`src/rtl/sha_pkg.sv`:
```
// ----------------------------------------------------------------------------
// SHA-256 hasher package
// Shared payload types, round constants and round functions.
// ----------------------------------------------------------------------------
package sha_pkg;

  typedef struct packed {
    logic [7:0] data_byte;
    logic       byte_present;
    logic       message_end;
  } sha_in_t;

  typedef struct packed {
    logic [31:0] digest_word;
    logic [2:0]  word_index;
    logic        last_word;
  } sha_out_t;

  localparam logic [31:0] INIT_HASH [8] = '{
    32'h6a09e667, 32'hbb67ae85, 32'h3c6ef372, 32'ha54ff53a,
    32'h510e527f, 32'h9b05688c, 32'h1f83d9ab, 32'h5be0cd19
  };

  localparam logic [7:0] PAD_BYTE = 8'h80;

  function automatic logic [31:0] round_k(input logic [5:0] t);
    logic [31:0] k;
    case (t)
      6'd0:  k = 32'h428a2f98; 6'd1:  k = 32'h71374491; 6'd2:  k = 32'hb5c0fbcf;
      6'd3:  k = 32'he9b5dba5; 6'd4:  k = 32'h3956c25b; 6'd5:  k = 32'h59f111f1;
      6'd6:  k = 32'h923f82a4; 6'd7:  k = 32'hab1c5ed5; 6'd8:  k = 32'hd807aa98;
      6'd9:  k = 32'h12835b01; 6'd10: k = 32'h243185be; 6'd11: k = 32'h550c7dc3;
      6'd12: k = 32'h72be5d74; 6'd13: k = 32'h80deb1fe; 6'd14: k = 32'h9bdc06a7;
      6'd15: k = 32'hc19bf174; 6'd16: k = 32'he49b69c1; 6'd17: k = 32'hefbe4786;
      6'd18: k = 32'h0fc19dc6; 6'd19: k = 32'h240ca1cc; 6'd20: k = 32'h2de92c6f;
      6'd21: k = 32'h4a7484aa; 6'd22: k = 32'h5cb0a9dc; 6'd23: k = 32'h76f988da;
      6'd24: k = 32'h983e5152; 6'd25: k = 32'ha831c66d; 6'd26: k = 32'hb00327c8;
      6'd27: k = 32'hbf597fc7; 6'd28: k = 32'hc6e00bf3; 6'd29: k = 32'hd5a79147;
      6'd30: k = 32'h06ca6351; 6'd31: k = 32'h14292967; 6'd32: k = 32'h27b70a85;
      6'd33: k = 32'h2e1b2138; 6'd34: k = 32'h4d2c6dfc; 6'd35: k = 32'h53380d13;
      6'd36: k = 32'h650a7354; 6'd37: k = 32'h766a0abb; 6'd38: k = 32'h81c2c92e;
      6'd39: k = 32'h92722c85; 6'd40: k = 32'ha2bfe8a1; 6'd41: k = 32'ha81a664b;
      6'd42: k = 32'hc24b8b70; 6'd43: k = 32'hc76c51a3; 6'd44: k = 32'hd192e819;
      6'd45: k = 32'hd6990624; 6'd46: k = 32'hf40e3585; 6'd47: k = 32'h106aa070;
      6'd48: k = 32'h19a4c116; 6'd49: k = 32'h1e376c08; 6'd50: k = 32'h2748774c;
      6'd51: k = 32'h34b0bcb5; 6'd52: k = 32'h391c0cb3; 6'd53: k = 32'h4ed8aa4a;
      6'd54: k = 32'h5b9cca4f; 6'd55: k = 32'h682e6ff3; 6'd56: k = 32'h748f82ee;
      6'd57: k = 32'h78a5636f; 6'd58: k = 32'h84c87814; 6'd59: k = 32'h8cc70208;
      6'd60: k = 32'h90befffa; 6'd61: k = 32'ha4506ceb; 6'd62: k = 32'hbef9a3f7;
      default: k = 32'hc67178f2;
    endcase
    return k;
  endfunction

  function automatic logic [31:0] rotr(input logic [31:0] x, input int n);
    return (x >> n) | (x << (32 - n));
  endfunction

endpackage

```
`src/rtl/sha_block_ram.sv`:
```
// ----------------------------------------------------------------------------
// SHA block word memory
// 16 x 32 message word store with registered read.
// ----------------------------------------------------------------------------
module sha_block_ram (
  input  logic        clk,
  input  logic        wr_en,
  input  logic [3:0]  wr_addr,
  input  logic [31:0] wr_data,
  input  logic [3:0]  rd_addr,
  output logic [31:0] rd_data
);
  logic [31:0] mem [16];

  always_ff @(posedge clk) begin
    if (wr_en) mem[wr_addr] <= wr_data;
    rd_data <= mem[rd_addr];
  end
endmodule

```
`src/rtl/sha_core.sv`:
```
// ----------------------------------------------------------------------------
// SHA round engine
// Runs 64 rounds over a 16-word window of schedule registers, one a cycle.
// ----------------------------------------------------------------------------
module sha_core (
  input  logic        clk,
  input  logic        rst,
  input  logic        start,
  input  logic        load,
  input  logic [31:0] load_word,
  input  logic        load_last,
  input  logic        init_hash,
  input  logic [2:0]  hash_sel,
  output logic [31:0] hash_word,
  output logic        busy
);
  import sha_pkg::*;

  logic [31:0] h [8];
  logic [31:0] v [8];
  logic [31:0] w [16];
  logic [5:0]  t;
  logic        run;
  logic        fin;
  logic [31:0] wn, s0, s1, ch, maj, t1, t2, g0, g1;

  assign hash_word = h[hash_sel];
  assign busy = run | fin;

  always_comb begin
    g0 = rotr(w[1], 7) ^ rotr(w[1], 18) ^ (w[1] >> 3);
    g1 = rotr(w[14], 17) ^ rotr(w[14], 19) ^ (w[14] >> 10);
    wn = w[0] + g0 + w[9] + g1;
    s1 = rotr(v[4], 6) ^ rotr(v[4], 11) ^ rotr(v[4], 25);
    ch = (v[4] & v[5]) ^ (~v[4] & v[6]);
    t1 = v[7] + s1 + ch + round_k(t) + w[0];
    s0 = rotr(v[0], 2) ^ rotr(v[0], 13) ^ rotr(v[0], 22);
    maj = (v[0] & v[1]) ^ (v[0] & v[2]) ^ (v[1] & v[2]);
    t2 = s0 + maj;
  end

  always_ff @(posedge clk) begin
    if (rst) begin
      run <= 1'b0;
      fin <= 1'b0;
      t   <= '0;
      for (int i = 0; i < 8; i++) h[i] <= INIT_HASH[i];
    end else begin
      if (load) begin
        // shift the window; the first word ends at w[0]
        for (int i = 0; i < 15; i++) w[i] <= w[i+1];
        w[15] <= load_word;
        if (load_last) begin
          run <= 1'b1;
          t   <= '0;
        end
      end
      if (start) for (int i = 0; i < 8; i++) v[i] <= h[i];
      if (run) begin
        for (int i = 0; i < 15; i++) w[i] <= w[i+1];
        w[15] <= wn;
        v[7] <= v[6]; v[6] <= v[5]; v[5] <= v[4]; v[4] <= v[3] + t1;
        v[3] <= v[2]; v[2] <= v[1]; v[1] <= v[0]; v[0] <= t1 + t2;
        t <= t + 6'd1;
        if (t == 6'd63) begin
          run <= 1'b0;
          fin <= 1'b1;
        end
      end
      if (fin) begin
        fin <= 1'b0;
        for (int i = 0; i < 8; i++) h[i] <= h[i] + v[i];
      end
      if (init_hash) for (int i = 0; i < 8; i++) h[i] <= INIT_HASH[i];
    end
  end
endmodule

```
`src/rtl/sha256_message_hasher.sv`:
```
// ----------------------------------------------------------------------------
// SHA-256 message hasher
// Byte-serial SHA-256 with padding and digest output.
// ----------------------------------------------------------------------------
// Requests arrive on in_valid/in_ready carrying one byte, a present flag and
// an end flag. Bytes are packed into 32-bit words held in a 16-entry block
// memory (registered read). A plain byte is taken without leaving S_IDLE;
// no request is taken while a block is loaded, padded or hashed. When a
// block fills, its 16 words are read from memory into the round engine,
// then 64 rounds run at one round a cycle, the fin step folds them into the
// hash and S_RUN hands back control.
// An end request pads in memory (up to 16 word writes), compresses one or
// two blocks, then emits eight digest words on out_valid/out_ready, word 0
// first, last_word on word 7. The hash then reloads its initial values and
// the bit count clears. A stalled receiver holds the output register and the
// block takes no new request until all eight words are taken.
// Reset restores the initial hash and clears the bit count; the block memory
// is not cleared, each entry is written before it is read.
// ----------------------------------------------------------------------------
module sha256_message_hasher (
  input  logic              clk,
  input  logic              rst,
  input  logic              in_valid,
  output logic              in_ready,
  input  sha_pkg::sha_in_t  in_data,
  output logic              out_valid,
  input  logic              out_ready,
  output sha_pkg::sha_out_t out_data
);
  import sha_pkg::*;

  typedef enum logic [6:0] {
    S_IDLE = 7'b0000001,
    S_LOAD = 7'b0000010,
    S_RUN  = 7'b0000100,
    S_PAD  = 7'b0001000,
    S_LEN  = 7'b0010000,
    S_OUT  = 7'b0100000,
    S_WAIT = 7'b1000000
  } state_t;

  state_t      state;
  logic [63:0] bit_count;
  logic [31:0] word_acc;
  logic [4:0]  ld_cnt;
  logic [3:0]  pad_idx;
  logic        ending;
  logic        pad_pending;
  logic        len_pending;
  logic [2:0]  out_idx;
  logic        ram_we;
  logic [3:0]  ram_waddr;
  logic [31:0] ram_wdata;
  logic [3:0]  ram_raddr;
  logic [31:0] ram_rdata;
  logic        core_start, core_load, core_last, core_init, core_busy;
  logic [31:0] core_hash;
  logic [5:0]  pos;
  logic [5:0]  pos_next;
  logic [1:0]  bsel;
  logic [31:0] acc_byte;
  logic [31:0] pad_word;

  assign pos  = bit_count[8:3];
  assign pos_next = in_data.byte_present ? pos + 6'd1 : pos;
  assign bsel = pos[1:0];
  assign in_ready = (state == S_IDLE);

  always_comb begin
    acc_byte = word_acc;
    case (bsel)
      2'd0: acc_byte[31:24] = in_data.data_byte;
      2'd1: acc_byte[23:16] = in_data.data_byte;
      2'd2: acc_byte[15:8]  = in_data.data_byte;
      default: acc_byte[7:0] = in_data.data_byte;
    endcase
  end

  // padding word at pad_idx: partial word gets 0x80 after the kept bytes
  always_comb begin
    pad_word = '0;
    if (state == S_PAD && pad_idx == pos[5:2]) begin
      case (bsel)
        2'd0: pad_word = {PAD_BYTE, 24'h0};
        2'd1: pad_word = {word_acc[31:24], PAD_BYTE, 16'h0};
        2'd2: pad_word = {word_acc[31:16], PAD_BYTE, 8'h0};
        default: pad_word = {word_acc[31:8], PAD_BYTE};
      endcase
    end
    // a tail of 56 bytes or more leaves the length for a second block
    if (len_pending && (state == S_LEN || pos < 6'd56)) begin
      if (pad_idx == 4'd14) pad_word = bit_count[63:32];
      if (pad_idx == 4'd15) pad_word = bit_count[31:0];
    end
  end

  always_comb begin
    ram_we = 1'b0;
    ram_waddr = pos[5:2];
    ram_wdata = acc_byte;
    if (state == S_IDLE && in_valid && in_data.byte_present && bsel == 2'd3) ram_we = 1'b1;
    if (state == S_PAD || state == S_LEN) begin
      ram_we = 1'b1;
      ram_waddr = pad_idx;
      ram_wdata = pad_word;
    end
  end

  assign ram_raddr  = ld_cnt[3:0];
  assign core_start = (state == S_LOAD) && (ld_cnt == 5'd0);
  assign core_load  = (state == S_LOAD) && (ld_cnt != 5'd0);
  assign core_last  = (ld_cnt == 5'd16);
  assign core_init  = (state == S_OUT) && out_ready && out_idx == 3'd7;

  sha_block_ram u_ram (
    .clk(clk), .wr_en(ram_we), .wr_addr(ram_waddr), .wr_data(ram_wdata),
    .rd_addr(ram_raddr), .rd_data(ram_rdata)
  );

  sha_core u_core (
    .clk(clk), .rst(rst), .start(core_start), .load(core_load),
    .load_word(ram_rdata), .load_last(core_last), .init_hash(core_init),
    .hash_sel(out_idx), .hash_word(core_hash), .busy(core_busy)
  );

  assign out_valid = (state == S_OUT);
  assign out_data.digest_word = core_hash;
  assign out_data.word_index  = out_idx;
  assign out_data.last_word   = (out_idx == 3'd7);

  always_ff @(posedge clk) begin
    if (rst) begin
      state <= S_IDLE;
      bit_count <= '0;
      ld_cnt <= '0;
      pad_idx <= '0;
      ending <= 1'b0;
      pad_pending <= 1'b0;
      len_pending <= 1'b0;
      out_idx <= '0;
    end else begin
      unique case (state)
        S_IDLE: begin
          if (in_valid) begin
            ending <= in_data.message_end;
            pad_pending <= in_data.message_end;
            len_pending <= in_data.message_end;
            if (in_data.byte_present) begin
              word_acc <= acc_byte;
              bit_count <= bit_count + 64'd8;
            end
            pad_idx <= pos_next[5:2];
            ld_cnt <= '0;
            if (in_data.byte_present && pos == 6'd63) state <= S_LOAD;
            else if (in_data.message_end) state <= S_PAD;
          end
        end
        S_LOAD: begin
          ld_cnt <= ld_cnt + 5'd1;
          if (ld_cnt == 5'd16) state <= S_RUN;
        end
        S_RUN: begin
          ld_cnt <= '0;
          if (!core_busy) begin
            if (ending && pad_pending) begin
              state <= S_PAD;
              pad_idx <= pos[5:2];
            end else if (ending && len_pending) begin
              state <= S_LEN;
              pad_idx <= '0;
            end else if (ending) begin
              state <= S_OUT;
              out_idx <= '0;
            end else state <= S_IDLE;
          end
        end
        S_PAD: begin
          // fill from the current word to the end of the block
          pad_idx <= pad_idx + 4'd1;
          if (pad_idx == 4'd15) begin
            state <= S_LOAD;
            pad_pending <= 1'b0;
            if (pos < 6'd56) len_pending <= 1'b0;
          end
        end
        S_LEN: begin
          // second block: zeros then the length
          pad_idx <= pad_idx + 4'd1;
          if (pad_idx == 4'd15) begin
            state <= S_LOAD;
            len_pending <= 1'b0;
          end
        end
        S_OUT: begin
          if (out_ready) begin
            out_idx <= out_idx + 3'd1;
            if (out_idx == 3'd7) begin
              state <= S_WAIT;
              bit_count <= '0;
            end
          end
        end
        S_WAIT: state <= S_IDLE;
        default: state <= S_IDLE;
      endcase
    end
  end
endmodule

```
`config.mk`:
```
export PLATFORM = sky130hd
export DESIGN_NAME = sha256_message_hasher
export DESIGN_NICKNAME = d
export VERILOG_FILES = /design/src/rtl/sha_pkg.sv /design/src/rtl/sha_block_ram.sv /design/src/rtl/sha_core.sv /design/src/rtl/sha256_message_hasher.sv
export SDC_FILE = /design/constraint.sdc
export NUM_CORES = 2
export LEC_CHECK = 0
export BUFFER_PORTS_ARGS = -buffer_cell sky130_fd_sc_hd__buf_2
export CAP_MARGIN = 20
export CORE_UTILIZATION = 58
export DETAILED_ROUTE_END_ITERATION = 6
export GPL_TIMING_DRIVEN = 0
export PLACE_DENSITY = 0.77
export SYNTH_ARGS = -nofsm -noshare
export SYNTH_HDL_FRONTEND = slang
export SYNTH_HIERARCHICAL = 1
export SYNTH_SLANG_ARGS = --single-unit
```
`constraint.sdc`:
```
create_clock -name clk -period 24.8 [get_ports clk]
set_input_delay 2.48 -clock clk [delete_from_list [all_inputs] [get_ports clk]]
set_output_delay 2.48 -clock clk [all_outputs]
set_load 0.01 [all_outputs]
```
==> out/qor_table.md <==
| Stage | Metric | This run |
| --- | --- | --- |
| grt | Grt met1 use | 0.5827 |
| critical path | Reg2Reg Setup Slack | 15670 ps |
| critical path | Slowest stage delay, CP | 770 ps |
| timing | Setup TNS | 0 ps |
| drt | Post-route DRC | 0 |
| grt | Pin count of the biggest net entering global routing | 42 |
| logic synthesis | Number of library cell types mapped by synthesis | 98 |
| critical path | Type of the worst setup path | flop to flop |
| logic synthesis | Fraction of registers with async set/reset | 0 |
| critical path | Most prevalent standard cell on the critical path | sky130_fd_sc_hd__fa_1 |
| power and ir drop | P_leak | 36.93 nW |
| cells and area | Highest-count cells in the layout ignoring fill and taps | 1440 x sky130_fd_sc_hd__edfxtp_1, 1121 x sky130_fd_sc_hd__nand2_1, 445 x sky130_fd_sc_hd__a21oi_1 |
| hold path | Startpoint of the worst hold path | u_core/w[4][28] |
| timing | Count of final max-slew check failures | 0 |
| placed design | Number of placed cells counting well taps | 10112 |
| floorplan | Initial Utilization | 0.5844 |
| clock tree | CTS tree | built |
| drt | Routed wire length | 324500 um |
| clock tree | Worst-Skew Late Latency | 860 ps |
| logic synthesis | Warnings from Yosys | 6 |
| power and ir drop | Power density over cell area | 62.06 mW/mm2 |
| critical path | Highest fanout seen on the critical path | 7 |
| drt | DRT iter0 DRCs | 10167 |
| grt | Gr usage total | 0.3978 |
| logic synthesis | Proportion of synthesized chip area in sequential cells | 0.5278 |
| logic synthesis | Most used DFF post-synth | sky130_fd_sc_hd__edfxtp_1 |
| floorplan | Die extent in y | 401.7 um |
| timing | Maximum clock frequency | 109.5 MHz |
| floorplan | # rows | 146 |
| critical path | Kind of cell adding the most delay to the critical path | compound AO/OA/AOI/OAI gates |
| grt | Fraction of met3 tracks used by global routing | 0.1278 |
| placed design | DPL Wire Length | 241600 um |
| cells and area | Finished Cell Area | 0.1034 mm2 |
| logic synthesis | Number of storage elements in the synthesis netlist | 1723 |
| clock tree | Clock edge transition at the registers on the reported setup and hold paths | 60 ps |
| critical path | Required time at the worst-slack endpoint | 25320 ps |
| floorplan | Full die area | 0.1614 mm2 |
| timing | Slew @ Worst Pin | 1318 ps |
| run | Max-cap violations | 0 |
| grt | GR peak layer | met1 |
| logic synthesis | Total standard cell area after synthesis | 0.09267 mm2 |
| placed design | Dpl cell area | 0.09716 mm2 |
| logic synthesis | Yosys top cell by area | sky130_fd_sc_hd__edfxtp_1 |
| placed design | Final GP Congestion | 1.079 |
| power and ir drop | Largest vdd supply drop | 0.00007294 V |
| clock tree | Cts repair resizes | 0 |
| critical path | Sort of element at the end of the critical path | flop |
| clock tree | Maximum number of buffers from clock root to sink | 3 |
| floorplan | Die X | 401.7 um |
| critical path | Kind of start point of the critical path | flop |
| logic synthesis | Number of cells produced by synthesis | 7897 |
| timing | Setup-violating endpoint count in the final report | 0 |
| clock tree | Number of levels the H-tree was split into | 4 |
| hold path | Cells on Worst Hold Path | 0 |
| drt | DR vias | 70281 |
| clock tree | CTS Buf Count | 181 |
| timing | Worst rel slew slack | 0.1214 |
| timing | Fin. Hold Viols | 0 |
| critical path | Worst path bufs/invs | 4 |
| hold path | Hold WC Path Type | flop to flop |
| timing | Final Critical Period | 9135 ps |
| cells and area | Growth of design area from synthesis to finish | 11.57% |
| critical path | Cell with the largest stage delay on the worst path | sky130_fd_sc_hd__xor2_1 |
| floorplan | Number of I/O pins | 52 |
| drt | 1st-pass router iterations | 6 |
| clock tree | Clock sink total | 1723 |
| clock tree | Hold-fix buffers, CTS | 0 |
| critical path | Start of the worst register-to-register path | u_core/v[1][26] |
| logic synthesis | Leading cell types by total area after synthesis | sky130_fd_sc_hd__edfxtp_1 47%, sky130_fd_sc_hd__dfxtp_1 6.1%, sky130_fd_sc_hd__ha_1 5.4%, sky130_fd_sc_hd__mux4_2 4.7%, sky130_fd_sc_hd__nand2_1 4.5% |
| clock tree | Clock Root Buffer | sky130_fd_sc_hd__clkbuf_16 |
| clock tree | Number of buffers added for setup after CTS | 0 |
| grt | Grt met2 use | 0.5533 |
| grt | Overflow after GRT | 0 |
| timing | Final period utilization | 0.3683 |
| drt | Detail-routed net length per standard cell | 31.00 um |
| cells and area | Cell Count, Final, Fillers Out | 10467 |
| cells and area | Final standard cell utilization of the core | 0.6520 |
| drt | Average vias per placed instance | 6.715 |
| critical path | Total number of cells along the worst setup path | 26 |
| drt | Post-detailed-route count of antenna-violating nets | 0 |
| floorplan | Area of the core | 0.1586 mm2 |
| timing | RSZ-0062 raised after global routing | false |
| grt | First-pass GRT wire length | 461100 um |
| grt | Number of global-route vias before repair | 65617 |
| timing | Worst clock skew | 86.76 ps |
| critical path | Worst setup path startpoint | u_core/v[1][26] |
| logic synthesis | Number of enable flip-flop cells after synthesis | 1440 |
| placed design | Count of buffers from port buffering | 51 |
| critical path | CP Data Arrival Time | 9660 ps |
| logic synthesis | Synthesized Nets | 8505 |
| logic synthesis | Fraction of post-synthesis cell area in the top cell type by area | 0.4666 |
| critical path | Worst-case reg-to-reg path depth | 26 |
| grt | Antenna violations before repair | 19 |
| outcome | Status | completed |
| logic synthesis | Avg Cell Area, Syn | 11.73 um2 |
| cells and area | Count of filler cells inserted in the layout | 11805 |
| cells and area | Fraction of final layout cells sized beyond drive strength 1 | 0.09806 |
| cells and area | Most frequent standard cell in the layout excluding fill and tap cells | sky130_fd_sc_hd__edfxtp_1 |
| cells and area | Final #Nets | 8847 |
-- worst paths after layout --
check | to
max | u_core/v[1][31]
max reg2reg | u_core/v[1][31]
min | u_core/w[3][28]
min reg2reg | u_core/w[3][28]
-- where the power goes --
| part | internal [mW] | leakage (nW) | total (mW) | switching (mW) |
|---|---|---|---|---|
| registers | 3.18 | 15.3 | 3.20 | 0.0229 |
| clock network | 1.57 | 2.92 | 2.77 | 1.21 |
| logic | 0.148 | 18.7 | 0.443 | 0.296 |
| total | 4.89 | 36.9 | 6.42 | 1.53 |
-- flip-flops by register name (all words and copies together), names as in the netlist, 6 cells and up, named ones only --
signal,count
state,7
u_ram/mem,512
u_core/t,6
u_core/v,256
word_acc,32
bit_count,61
u_core/w,512
u_core/h,256
u_ram/rd_data,32
-- Yosys cell counts, drive strengths merged, types with 154 or more instances --
cell type,count
inv,271
mux4,192
nand3,154
a21oi,446
nor2,450
xnor2,398
fa,195
edfxtp,1440
xor2,165
o21ai,439
clkbuf,311
a21o,171
dfxtp,283
nand2,1121
ha,399
-- per-layer routing --
| metal | wire length, um | part of all wire | up-vias |
|---|---|---|---|
| li1 | - | - | 29896 |
| met1 | 131500 | 0.41 | 34685 |
| met2 | 133600 | 0.41 | 4922 |
| met3 | 46400 | 0.14 | 766 |
| met4 | 12990 | 0.040 | 12 |
| met5 | 85 | 0.00026 | - |
-- cell type report --
| class | count | area [um2] | area share |
|---|---|---|---|
| repair buffers | 159 | 1921 | 0.01858 |
| multi-input cells | 5507 | 41360 | 0.4001 |
| diodes | 2 | 5.005 | 0.00004841 |
| flip-flops and latches | 1723 | 48910 | 0.4730 |
| well taps | 2072 | 2592 | 0.02508 |
| inverters | 274 | 1028 | 0.009948 |
| clock inverters | 93 | 1069 | 0.01033 |
| plain buffers | 393 | 1535 | 0.01485 |
| clock buffers | 244 | 4970 | 0.04807 |
-- kinds of logic (layout without fill, tap and decap cells) --
logic type / after synthesis / after routing / share of synthesized area
flops: 1723 / 1723 / 0.5278
other cells: 0 / 2 / 0
fa+ha+maj: 616 / 616 / 0.09838
mux: 341 / 341 / 0.06405
xor+xnor: 563 / 563 / 0.05321
simple gates: 2213 / 2213 / 0.1058
compound gates: 1774 / 1774 / 0.1232
buf+inv: 667 / 1163 / 0.02760
-- through the flow --
stage	total power [mW]	hold slack, ps	setup slack, ps
floorplan	3.525	400.3	7668
detailed placement	3.678	404.5	16240
global placement	3.656	400.1	1735
finish	6.416	409.6	15670
CTS	6.421	403.5	16120
global route	6.568	402.9	15530
No activity file was read; power rests on OpenSTA's default activity.
